[config.mk]
export PLATFORM = sky130hd
export DESIGN_NAME = k_way_sorted_merge
export DESIGN_NICKNAME = d
export VERILOG_FILES = /design/src/kwm_pkg.sv /design/src/kwm_list_bank.sv /design/src/kwm_min_tree.sv /design/src/k_way_sorted_merge.sv
export SDC_FILE = /design/constraint.sdc
export NUM_CORES = 2
export LEC_CHECK = 0
export ABC_AREA = 1
export BUFFER_PORTS_ARGS = -buffer_cell sky130_fd_sc_hd__clkbuf_2
export CAP_MARGIN = 10
export CORE_AREA = 4 4 593 595
export DETAILED_ROUTE_END_ITERATION = 16
export DIE_AREA = 0 0 597 599
export SLEW_MARGIN = 30
export SYNTH_ARGS = -nofsm -noshare
export SYNTH_HDL_FRONTEND = slang
export SYNTH_HIERARCHICAL = 1
export SYNTH_SLANG_ARGS = --single-unit
[constraint.sdc]
create_clock -name clk -period 5.9 [get_ports clk]
set_input_delay 1.77 -clock clk [delete_from_list [all_inputs] [get_ports clk]]
set_output_delay 1.77 -clock clk [all_outputs]
set_load 0.03 [all_outputs]
[src/kwm_pkg.sv]
// shared types and codes for the k-way sorted merge
package kwm_pkg;

    // item kinds
    typedef enum logic [1:0] {
        KIND_PUSH  = 2'd0,
        KIND_POP   = 2'd1,
        KIND_CLEAR = 2'd2,
        KIND_NOP   = 2'd3
    } kind_t;

    // result status codes
    typedef enum logic [2:0] {
        ST_OK     = 3'd0,
        ST_FULL   = 3'd1,
        ST_ORDER  = 3'd2,
        ST_EMPTY  = 3'd3,
        ST_BADIDX = 3'd4
    } status_t;

    // reset value of the lists-in-use register
    localparam logic [2:0] LISTS_IN_USE_RESET = 3'd4;

    // command from the control logic to one list buffer
    typedef struct packed {
        logic              push;
        logic              pop;
        logic              clear;
        logic signed [31:0] data;
    } list_cmd_t;

    // state of one list buffer as seen by the control logic
    typedef struct packed {
        logic              nonempty;
        logic              full;
        logic              multi;
        logic signed [31:0] head;
        logic signed [31:0] last;
    } list_stat_t;

endpackage

[src/kwm_list_bank.sv]
// one list: circular element buffer with prefetched head and order tracking
module kwm_list_bank #(
    parameter int LIST_DEPTH = 16
) (
    input  logic               clk,
    input  logic               rst_n,
    input  kwm_pkg::list_cmd_t cmd,
    output kwm_pkg::list_stat_t stat
);
    import kwm_pkg::*;

    localparam int PW = $clog2(LIST_DEPTH);
    localparam int CW = $clog2(LIST_DEPTH + 1);

    logic [PW-1:0]      head_reg, head_next;
    logic [CW-1:0]      fill_reg, fill_next;
    logic signed [31:0] last_reg, last_next;
    logic [PW:0]        wr_sum;
    logic [PW-1:0]      wr_addr;
    logic [PW-1:0]      head_inc;
    logic signed [31:0] mem [LIST_DEPTH];
    logic signed [31:0] rd_data_reg;

    // write slot is head plus fill, wrapped once
    assign wr_sum  = {1'b0, head_reg} + {1'b0, fill_reg[PW-1:0]};
    assign wr_addr = (wr_sum >= (PW+1)'(LIST_DEPTH)) ?
                     PW'(wr_sum - (PW+1)'(LIST_DEPTH)) : PW'(wr_sum);

    // head advance with wrap
    assign head_inc = (head_reg == PW'(LIST_DEPTH - 1)) ? '0 : head_reg + 1'b1;

    // pointer and count update
    always_comb
    begin
        head_next = head_reg;
        fill_next = fill_reg;
        last_next = last_reg;
        priority if (cmd.clear)
        begin
            head_next = '0;
            fill_next = '0;
            last_next = '0;
        end
        else if (cmd.push)
        begin
            fill_next = fill_reg + 1'b1;
            last_next = cmd.data;
        end
        else if (cmd.pop)
        begin
            head_next = head_inc;
            fill_next = fill_reg - 1'b1;
        end
    end

    always_ff @(posedge clk or negedge rst_n)
    begin
        if (!rst_n)
        begin
            head_reg <= '0;
            fill_reg <= '0;
            last_reg <= '0;
        end
        else
        begin
            head_reg <= head_next;
            fill_reg <= fill_next;
            last_reg <= last_next;
        end
    end

    // element buffer, head read at the next pointer with write bypass
    always_ff @(posedge clk)
    begin
        if (cmd.push)
        begin
            mem[wr_addr] <= cmd.data;
        end
        if (cmd.push && (wr_addr == head_next))
        begin
            rd_data_reg <= cmd.data;
        end
        else
        begin
            rd_data_reg <= mem[head_next];
        end
    end

    assign stat.nonempty = (fill_reg != '0);
    assign stat.full     = (fill_reg == CW'(LIST_DEPTH));
    assign stat.multi    = (fill_reg > CW'(1));
    assign stat.head     = rd_data_reg;
    assign stat.last     = last_reg;

endmodule

[src/kwm_min_tree.sv]
// comparator tree that picks the smallest head, higher index on ties
module kwm_min_tree #(
    parameter int N = 4
) (
    input  logic                     cand [N],
    input  logic signed [31:0]       data [N],
    output logic                     found,
    output logic [$clog2(N)-1:0]     best_idx,
    output logic signed [31:0]       best_val
);
    import kwm_pkg::*;

    localparam int IW = $clog2(N);
    localparam int P  = 1 << IW;

    // heap layout: node k has children 2k and 2k+1, leaves from P
    logic               node_v [1:2*P-1];
    logic signed [31:0] node_d [1:2*P-1];
    logic [IW-1:0]      node_i [1:2*P-1];

    genvar g;

    // leaves, padded with empty slots
    for (g = 0; g < P; g++)
    begin : g_leaf
        if (g < N)
        begin : g_used
            assign node_v[P+g] = cand[g];
            assign node_d[P+g] = data[g];
        end
        else
        begin : g_pad
            assign node_v[P+g] = 1'b0;
            assign node_d[P+g] = '0;
        end
        assign node_i[P+g] = IW'(g);
    end

    // inner nodes: the right (higher index) side wins when not larger
    for (g = 1; g < P; g++)
    begin : g_node
        logic take_r;
        assign take_r = node_v[2*g+1] &&
                        (!node_v[2*g] || (node_d[2*g+1] <= node_d[2*g]));
        assign node_v[g] = node_v[2*g] || node_v[2*g+1];
        assign node_d[g] = take_r ? node_d[2*g+1] : node_d[2*g];
        assign node_i[g] = take_r ? node_i[2*g+1] : node_i[2*g];
    end

    assign found    = node_v[1];
    assign best_idx = node_i[1];
    assign best_val = node_d[1];

endmodule

[src/k_way_sorted_merge.sv]
// k-way merge of sorted lists: push, pop-smallest and clear with one result per item
//
//  channel  | handshake                  | payload
//  ---------+----------------------------+-----------------------------------------
//  item     | item_valid / item_stall    | kind, list_index, value
//  result   | result_valid / result_stall| out_value, out_valid, out_source,
//           |                            | out_last, status
//  config   | cfg_valid / cfg_ready      | cfg_data (lists in use)
//
// one item per cycle unless stalled; each result lands in the output register in the next cycle
// the pop path is the parallel comparator tree over the prefetched list heads
// each list keeps its next head in a registered read of its own buffer, bypassed on write
// reset clears pointers, counts and last values at once; buffer contents stay undefined
// a stalled result holds the output register and the item channel stalls with it
module k_way_sorted_merge #(
    parameter int LISTS      = 4,
    parameter int LIST_DEPTH = 16
) (
    input  logic               clk,
    input  logic               rst_n,
    input  logic               item_valid,
    output logic               item_stall,
    input  logic [1:0]         kind,
    input  logic [1:0]         list_index,
    input  logic signed [31:0] value,
    output logic               result_valid,
    input  logic               result_stall,
    output logic signed [31:0] out_value,
    output logic               out_valid,
    output logic [1:0]         out_source,
    output logic               out_last,
    output logic [2:0]         status,
    input  logic               cfg_valid,
    output logic               cfg_ready,
    input  logic [2:0]         cfg_data
);
    import kwm_pkg::*;

    localparam int EW = $clog2(LISTS + 1);
    localparam int IW = $clog2(LISTS);

    logic [2:0]         lists_reg;
    logic [EW-1:0]      eff_count;
    logic               accept;
    kind_t              item_kind;

    list_cmd_t          cmd  [LISTS];
    list_stat_t         stat [LISTS];
    logic               cand [LISTS];
    logic signed [31:0] heads [LISTS];
    logic [LISTS-1:0]   nonempty_vec;

    logic               found;
    logic [IW-1:0]      best_idx;
    logic signed [31:0] best_val;
    logic               any_left;
    logic               idx_ok;
    list_stat_t         sel_stat;
    logic               push_ok;

    logic               result_valid_reg, result_valid_next;
    logic signed [31:0] out_value_reg, out_value_next;
    logic               out_valid_reg, out_valid_next;
    logic [1:0]         out_source_reg, out_source_next;
    logic               out_last_reg, out_last_next;
    status_t            status_reg, status_next;

    // configuration register
    assign cfg_ready = 1'b1;

    always_ff @(posedge clk or negedge rst_n)
    begin
        if (!rst_n)
        begin
            lists_reg <= LISTS_IN_USE_RESET;
        end
        else if (cfg_valid && cfg_ready)
        begin
            lists_reg <= cfg_data;
        end
    end

    // effective list count, clamped to one through LISTS
    always_comb
    begin
        priority if (lists_reg == 3'd0)
        begin
            eff_count = EW'(1);
        end
        else if (int'(lists_reg) > LISTS)
        begin
            eff_count = EW'(LISTS);
        end
        else
        begin
            eff_count = EW'(lists_reg);
        end
    end

    // item handshake
    assign item_stall = result_valid_reg && result_stall;
    assign accept     = item_valid && !item_stall;
    assign item_kind  = kind_t'(kind);

    // list buffers and their pop candidates
    for (genvar i = 0; i < LISTS; i++)
    begin : g_list
        kwm_list_bank #(
            .LIST_DEPTH (LIST_DEPTH)
        ) u_list (
            .clk   (clk),
            .rst_n (rst_n),
            .cmd   (cmd[i]),
            .stat  (stat[i])
        );
        assign cand[i]         = stat[i].nonempty && (i < int'(eff_count));
        assign heads[i]        = stat[i].head;
        assign nonempty_vec[i] = stat[i].nonempty;
    end

    kwm_min_tree #(
        .N (LISTS)
    ) u_min_tree (
        .cand     (cand),
        .data     (heads),
        .found    (found),
        .best_idx (best_idx),
        .best_val (best_val)
    );

    // push target selection and checks
    always_comb
    begin
        sel_stat = '0;
        for (int i = 0; i < LISTS; i++)
        begin
            if (int'(list_index) == i)
            begin
                sel_stat = stat[i];
            end
        end
    end

    assign idx_ok  = int'(list_index) < int'(eff_count);
    assign push_ok = idx_ok && !sel_stat.full &&
                     !(sel_stat.nonempty && (value < sel_stat.last));

    // anything left in an active list once the chosen head is gone
    always_comb
    begin
        any_left = 1'b0;
        for (int i = 0; i < LISTS; i++)
        begin
            if (cand[i] && ((int'(best_idx) != i) || stat[i].multi))
            begin
                any_left = 1'b1;
            end
        end
    end

    // per-list commands
    always_comb
    begin
        for (int i = 0; i < LISTS; i++)
        begin
            cmd[i].push  = accept && (item_kind == KIND_PUSH) && push_ok &&
                           (int'(list_index) == i);
            cmd[i].pop   = accept && (item_kind == KIND_POP) && found &&
                           (int'(best_idx) == i);
            cmd[i].clear = accept && (item_kind == KIND_CLEAR);
            cmd[i].data  = value;
        end
    end

    // result of the current item
    always_comb
    begin
        out_value_next  = '0;
        out_valid_next  = 1'b0;
        out_source_next = '0;
        out_last_next   = 1'b0;
        status_next     = ST_OK;
        unique case (item_kind)
            KIND_PUSH:
            begin
                priority if (!idx_ok)
                begin
                    status_next = ST_BADIDX;
                end
                else if (sel_stat.full)
                begin
                    status_next = ST_FULL;
                end
                else if (sel_stat.nonempty && (value < sel_stat.last))
                begin
                    status_next = ST_ORDER;
                end
                else
                begin
                    status_next = ST_OK;
                end
            end
            KIND_POP:
            begin
                if (found)
                begin
                    out_value_next  = best_val;
                    out_valid_next  = 1'b1;
                    out_source_next = 2'(best_idx);
                    out_last_next   = !any_left;
                end
                else
                begin
                    status_next = ST_EMPTY;
                end
            end
            KIND_CLEAR,
            KIND_NOP:
            begin
                status_next = ST_OK;
            end
            default:
            begin
                status_next = ST_OK;
            end
        endcase
    end

    // output register valid
    always_comb
    begin
        priority if (accept)
        begin
            result_valid_next = 1'b1;
        end
        else if (!result_stall)
        begin
            result_valid_next = 1'b0;
        end
        else
        begin
            result_valid_next = result_valid_reg;
        end
    end

    always_ff @(posedge clk or negedge rst_n)
    begin
        if (!rst_n)
        begin
            result_valid_reg <= 1'b0;
        end
        else
        begin
            result_valid_reg <= result_valid_next;
        end
    end

    // output payload, loaded on each accepted transaction
    always_ff @(posedge clk)
    begin
        if (accept)
        begin
            out_value_reg  <= out_value_next;
            out_valid_reg  <= out_valid_next;
            out_source_reg <= out_source_next;
            out_last_reg   <= out_last_next;
            status_reg     <= status_next;
        end
    end

    assign result_valid = result_valid_reg;
    assign out_value    = out_value_reg;
    assign out_valid    = out_valid_reg;
    assign out_source   = out_source_reg;
    assign out_last     = out_last_reg;
    assign status       = status_reg;

    // a pop that finds an element reports it with ok status
    a_pop_reports: assert property (@(posedge clk) disable iff (!rst_n)
        accept && (item_kind == KIND_POP) && found
        |=> result_valid && out_valid && (status == ST_OK))
        else $error("pop with a candidate did not report an element");

    // a returned element never carries an error status
    a_valid_ok: assert property (@(posedge clk) disable iff (!rst_n)
        result_valid && out_valid |-> (status == ST_OK))
        else $error("returned element with error status");

    // last flag only marks a returned element
    a_last_valid: assert property (@(posedge clk) disable iff (!rst_n)
        result_valid && out_last |-> out_valid)
        else $error("last flag without returned element");

    // clear leaves every list empty
    a_clear_empties: assert property (@(posedge clk) disable iff (!rst_n)
        accept && (item_kind == KIND_CLEAR) |=> (nonempty_vec == '0))
        else $error("list not empty after clear");

endmodule
* Yosys cells after proc, flatten, opt, wreduce, memory -nomap -nowiden
Memories as Yosys holds them, arrays and structs flattened. A register that Yosys moved wholly into a read port is not among the register bits.
Cells that the tools add are included.
Widths: inputs -> output; s select.
** Cells by class
- $add $sub $neg :: 20
- Order comparisons :: 18
- Equal/unequal tests :: 21
- Muxes and demuxes :: 72
- Reductions and logical operators :: 65
** Operators by type and width (count)
- $mux 32 :: 11
- $mux 67 :: 4
- $le 32x32->1 :: 3
- $mux 4 :: 20
- $mux 5 :: 12
- $lt 32x32->1 :: 1
- $logic_and 1x1->1 :: 29
- $add 4x4->5 :: 4
- $add 5x1->5 const B :: 4
- $eq 5x5->1 const B :: 4
- $ge 5x5->1 const B :: 4
- $gt 5x1->1 const B :: 4
- $reduce_bool 5->1 :: 4
- $sub 5x1->5 const B :: 4
- $mux 1 :: 17
- $add 4x1->4 const B :: 4
- $eq 4x4->1 const B :: 4
- $sub 4x1->4 const B :: 4
- $eq 2x2->1 const B :: 6
- $reduce_bool 3->1 :: 4
- $logic_or 1x1->1 :: 10
- $reduce_bool 2->1 :: 5
- $mux 3 :: 3
- $pmux 3 s3 :: 1
- other kinds (13) :: 30
** Storage, ports and cells
- Register bits after elaboration :: 207
- Bits in writable memories :: 2048
- Word-level logic and storage cells :: 219
- Memories kept :: 4
** Memories
- g_list[0].u_list.mem :: depth 16, bits a word 32, read ports 1, clocked after Yosys merged registers in 1, wr ports 1, RTL line kwm_list_bank.sv:21 : logic signed [31:0] mem [LIST_DEPTH];
- g_list[1].u_list.mem :: depth 16, bits a word 32, read ports 1, clocked after Yosys merged registers in 1, wr ports 1, RTL line kwm_list_bank.sv:21
- g_list[2].u_list.mem :: depth 16, bits a word 32, read ports 1, clocked after Yosys merged registers in 1, wr ports 1, RTL line kwm_list_bank.sv:21
- g_list[3].u_list.mem :: depth 16, bits a word 32, read ports 1, clocked after Yosys merged registers in 1, wr ports 1, RTL line kwm_list_bank.sv:21

* Depth between registers and ports, before layout
- Depth in word-level cells :: 21
- Depth in mapped cells :: 56
- Depth with buffers taken out :: 51

* By module
Netlist, hierarchy kept.
** By module, submodules not included
- kwm_list_bank (g_list[2].u_list ...) :: times used 2, cells an instance 2197, area an instance 23959.2 um2
- kwm_list_bank (g_list[1].u_list) :: times used 1, cells an instance 2258, area an instance 23994.3 um2
- kwm_list_bank (g_list[0].u_list) :: times used 1, cells an instance 2197, area an instance 23961.7 um2
- kwm_min_tree :: times used 1, cells an instance 782, area an instance 4219.0 um2
- k_way_sorted_merge :: times used 1, cells an instance 457, area an instance 3414.5 um2

* Worst setup path after synthesis
OpenSTA, ideal clock, no wires.
- Path kind :: in2reg
- Start point :: input port result_stall
- End point :: memory g_list[0].u_list.mem[10][0], enable pin
- Library setup time :: 0.421 ns
- Arrival :: 6.030 ns
- Required time :: 5.479 ns
- Setup slack :: -0.551 ns
- Stages on the path :: 10
- Buffers on the path :: 1
- Cells stage by stage :: nand2_1 inv_1 nor2_1 inv_1 nor3_1 nand2_2 nor2_1 buf_4 nand3_1 nor2_1
** RTL lines
- start, declared :: RTL line k_way_sorted_merge.sv:27 : input logic result_stall,
- end, declared :: RTL line kwm_list_bank.sv:21

==> metrics <==
maximum clock path buffer count=4; Remaining Overflow, GRT=0; average size of a mapped cell=10.26 um^2; initial antenna violation count=20; critical path endpoint category=flip-flop; Netlist cell types=56; DR pass1 iterations=6; period utilisation layout=1.011; #FFs+latches synth=2271; Syn Nets=10292; I/O Buffers=84; PwrDens=447.5 nW/um^2; startpoint types=flip-flop; Rows=216; Vias per Instance=4.773; Via Count=73884; pin count of the biggest net entering global routing=96; die area=357600 um^2; core area=345900 um^2; post-synthesis cell count=10088; Post-Syn Area=103500 um^2; DP Worst Slack=-0.5637 ns; Ys Warns=6; cell mode on critical path=nand2_1; post-synth top area share=0.6055; highest net fanout along the worst path=7; Top FF cell, synth=edfxtp_1; # setup viols final=7; Avg WL per Cell=21.63 um; post-route setup slack=-0.06680 ns; max-cap violations=0; hpwl dp=207.1 mm; Worst Max-Slew Pin Slew=1.024 ns; Largest stage delay, worst path=0.40 ns; largest cells by area after synthesis=edfxtp_1 61%, nand2_1 12%, nand3_1 7.7%; clock sinks=2271; DRT antenna net count=0; worst-skew pair later-pin latency=0.92 ns; nets=10905; number of flops mapped to enable cells by yosys=2087; kind of critical path=flip-flop to flip-flop; slowest stage cell, crit path=nor3_4; Clock Tree Root=clkbuf_16; status=finished, violations left; Die Height=599 um; Final Max Tran Viols=0; relative slew slack=0.3175; vias in the first global route=69033; setup repair after global routing missed its margin=true; Design Area, Final=126100 um^2; final hold vios=0; Worst VDD drop=594.6 uV; failing checks=setup timing; Area Overhead vs Synth=21.78%; CTS tree=done; Worst EP required=6.72 ns; Die W=597 um; Tot Pwr=56.41 mW; most frequent cells after synthesis=3263 x nand2_1, 2087 x edfxtp_1, 1594 x nand3_1, 1444 x inv_1, 246 x nand2_2; register area share after synthesis=0.6492; FFs w/ async S/R, synth=0.07398; setup TNS=-0.3064 ns; Worst Skew=0.05932 ns; Initial Util=0.2992; first-pass GRT wire length=471.8 mm; DR DRC count=0; WL final=334.7 mm; Synth area leader=edfxtp_1; DR iter-0 viols=7521; Final min period=5.967 ns; share of layout cells above drive strength 1=0.1758; IO Count=86; clock-pin transition on the worst setup and hold timing paths=0.07 ns; leakage=52.88 nW; max reg flops=2048; Max Fclk=0.1676 GHz; # hold bufs at CTS=0; gr usage total=0.1772; DP Area=114500 um^2; TritonCTS Buffers=232; H-tree levels=4; Crit path arrival time=6.79 ns; Hold Path Class=flip-flop to flip-flop; top-count cell post-synth=nand2_1; gpl congestion=0.9576
placed cells by master, fill, tap and decap left out, drive strengths merged, types with 4 or more instances in the layout:
cell and instances:
a21oi 104, a211oi 6, clkinvlp 9, xnor2 9
nor3 9, nor2 185, a22o 128, o21a 8
a221oi 10, nand2 3510, bufinv 19, diode 9
buf 778, bufbuf 4, inv 1462, o21ai 56
clkbuf 385, clkinv 95, fa 4, dfrtp 167
and2 32, nand3 1596, nand4 22, dfxtp 16
ha 156, edfxtp 2087
final timing paths:
kind	cells past startpoint	slack, ns	end	startpoint
max	46	-0.07	g_list[2].u_list/head_reg[0]$_DFF_PN0_	flip-flop
min	2	0.50	result_valid$_DFFE_PN0P_	result_valid$_DFFE_PN0P_
max reg2reg	46	-0.07	g_list[2].u_list/head_reg[0]$_DFF_PN0_	flip-flop
min reg2reg	2	0.50	result_valid$_DFFE_PN0P_	result_valid$_DFFE_PN0P_
max in group asynchronous	2	3.87	g_list[3].u_list/fill_reg[0]$_DFFE_PN0P_	rst_n
min in group asynchronous	1	0.92	g_list[0].u_list/head_reg[2]$_DFF_PN0_	rst_n
cell families after synthesis:
| group | share of synthesized area |
|---|---|
| buffers and inverters | 0.08615 |
| AO/OA/AOI/OAI | 0.02196 |
| AND/OR/NAND/NOR | 0.2219 |
| XOR/XNOR | 0.001015 |
| multiplexers | 0.0001088 |
| flip-flops | 0.6492 |
| adder cells (fa/ha/maj) | 0.01963 |
| other | 0.00003623 |
stage by stage:
| stage | util | cells | hold WS (ns) |
|---|---|---|---|
| after detailed placement | 0.3311 | 14928 | 0.4919 |
| after CTS | 0.3552 | 15375 | 0.5083 |
| final | 0.3644 | 15478 | 0.5017 |
| after floorplan | - | 10088 | 0.4703 |
| after global routing | 0.3643 | 15472 | 0.5108 |
| after global placement | 0.3311 | 14928 | 0.4701 |
per-layer routing:
metal  routed length, um  up-vias  share of wire  global-route usage
li1                    -    34386              -                   -
met1              131000    35741           0.39              0.2262
met2              155600     3119           0.46              0.2909
met3               26530      636          0.079             0.02402
met4               21640        2          0.065             0.09829
met5                  11        -       0.000033                   0
timing repair:
action,4_1_cts,5_1_grt
resized for setup,109,401
setup endpoints to repair,45,85
cloned,16,44
pin swaps,7,78
buffers inserted,7,50
worst max-delay path, delay by kind of cell (launching register included):
| kind | cells | cell delay [ns] |
|---|---|---|
| simple gates | 26 | 2.62 |
| buf+inv | 11 | 1.49 |
| compound gates | 7 | 0.88 |
| fa+ha+maj | 2 | 0.56 |
| flops | 1 | 0.35 |
final cells by class:
class / count / area (um^2)
diodes: 9 / 22.52
clock buffers: 296 / 6241
clock inverters: 128 / 1136
fillers: 33644 / 219900
inverters: 1453 / 5527
multi-input cells: 5868 / 29590
flip-flops and latches: 2271 / 67230
well taps: 4578 / 5728
repair buffers: 871 / 10540
repair inverters: 4 / 35.03
where the power goes:
part	switching [mW]	total, mW	leakage, nW	internal (mW)
Sequential	0.299	18.2	21.2	17.9
Clock	6.25	14.5	3.60	8.27
Combinational	14.8	23.7	28.1	8.86
Note: power is estimated with default switching activity, not from simulation.
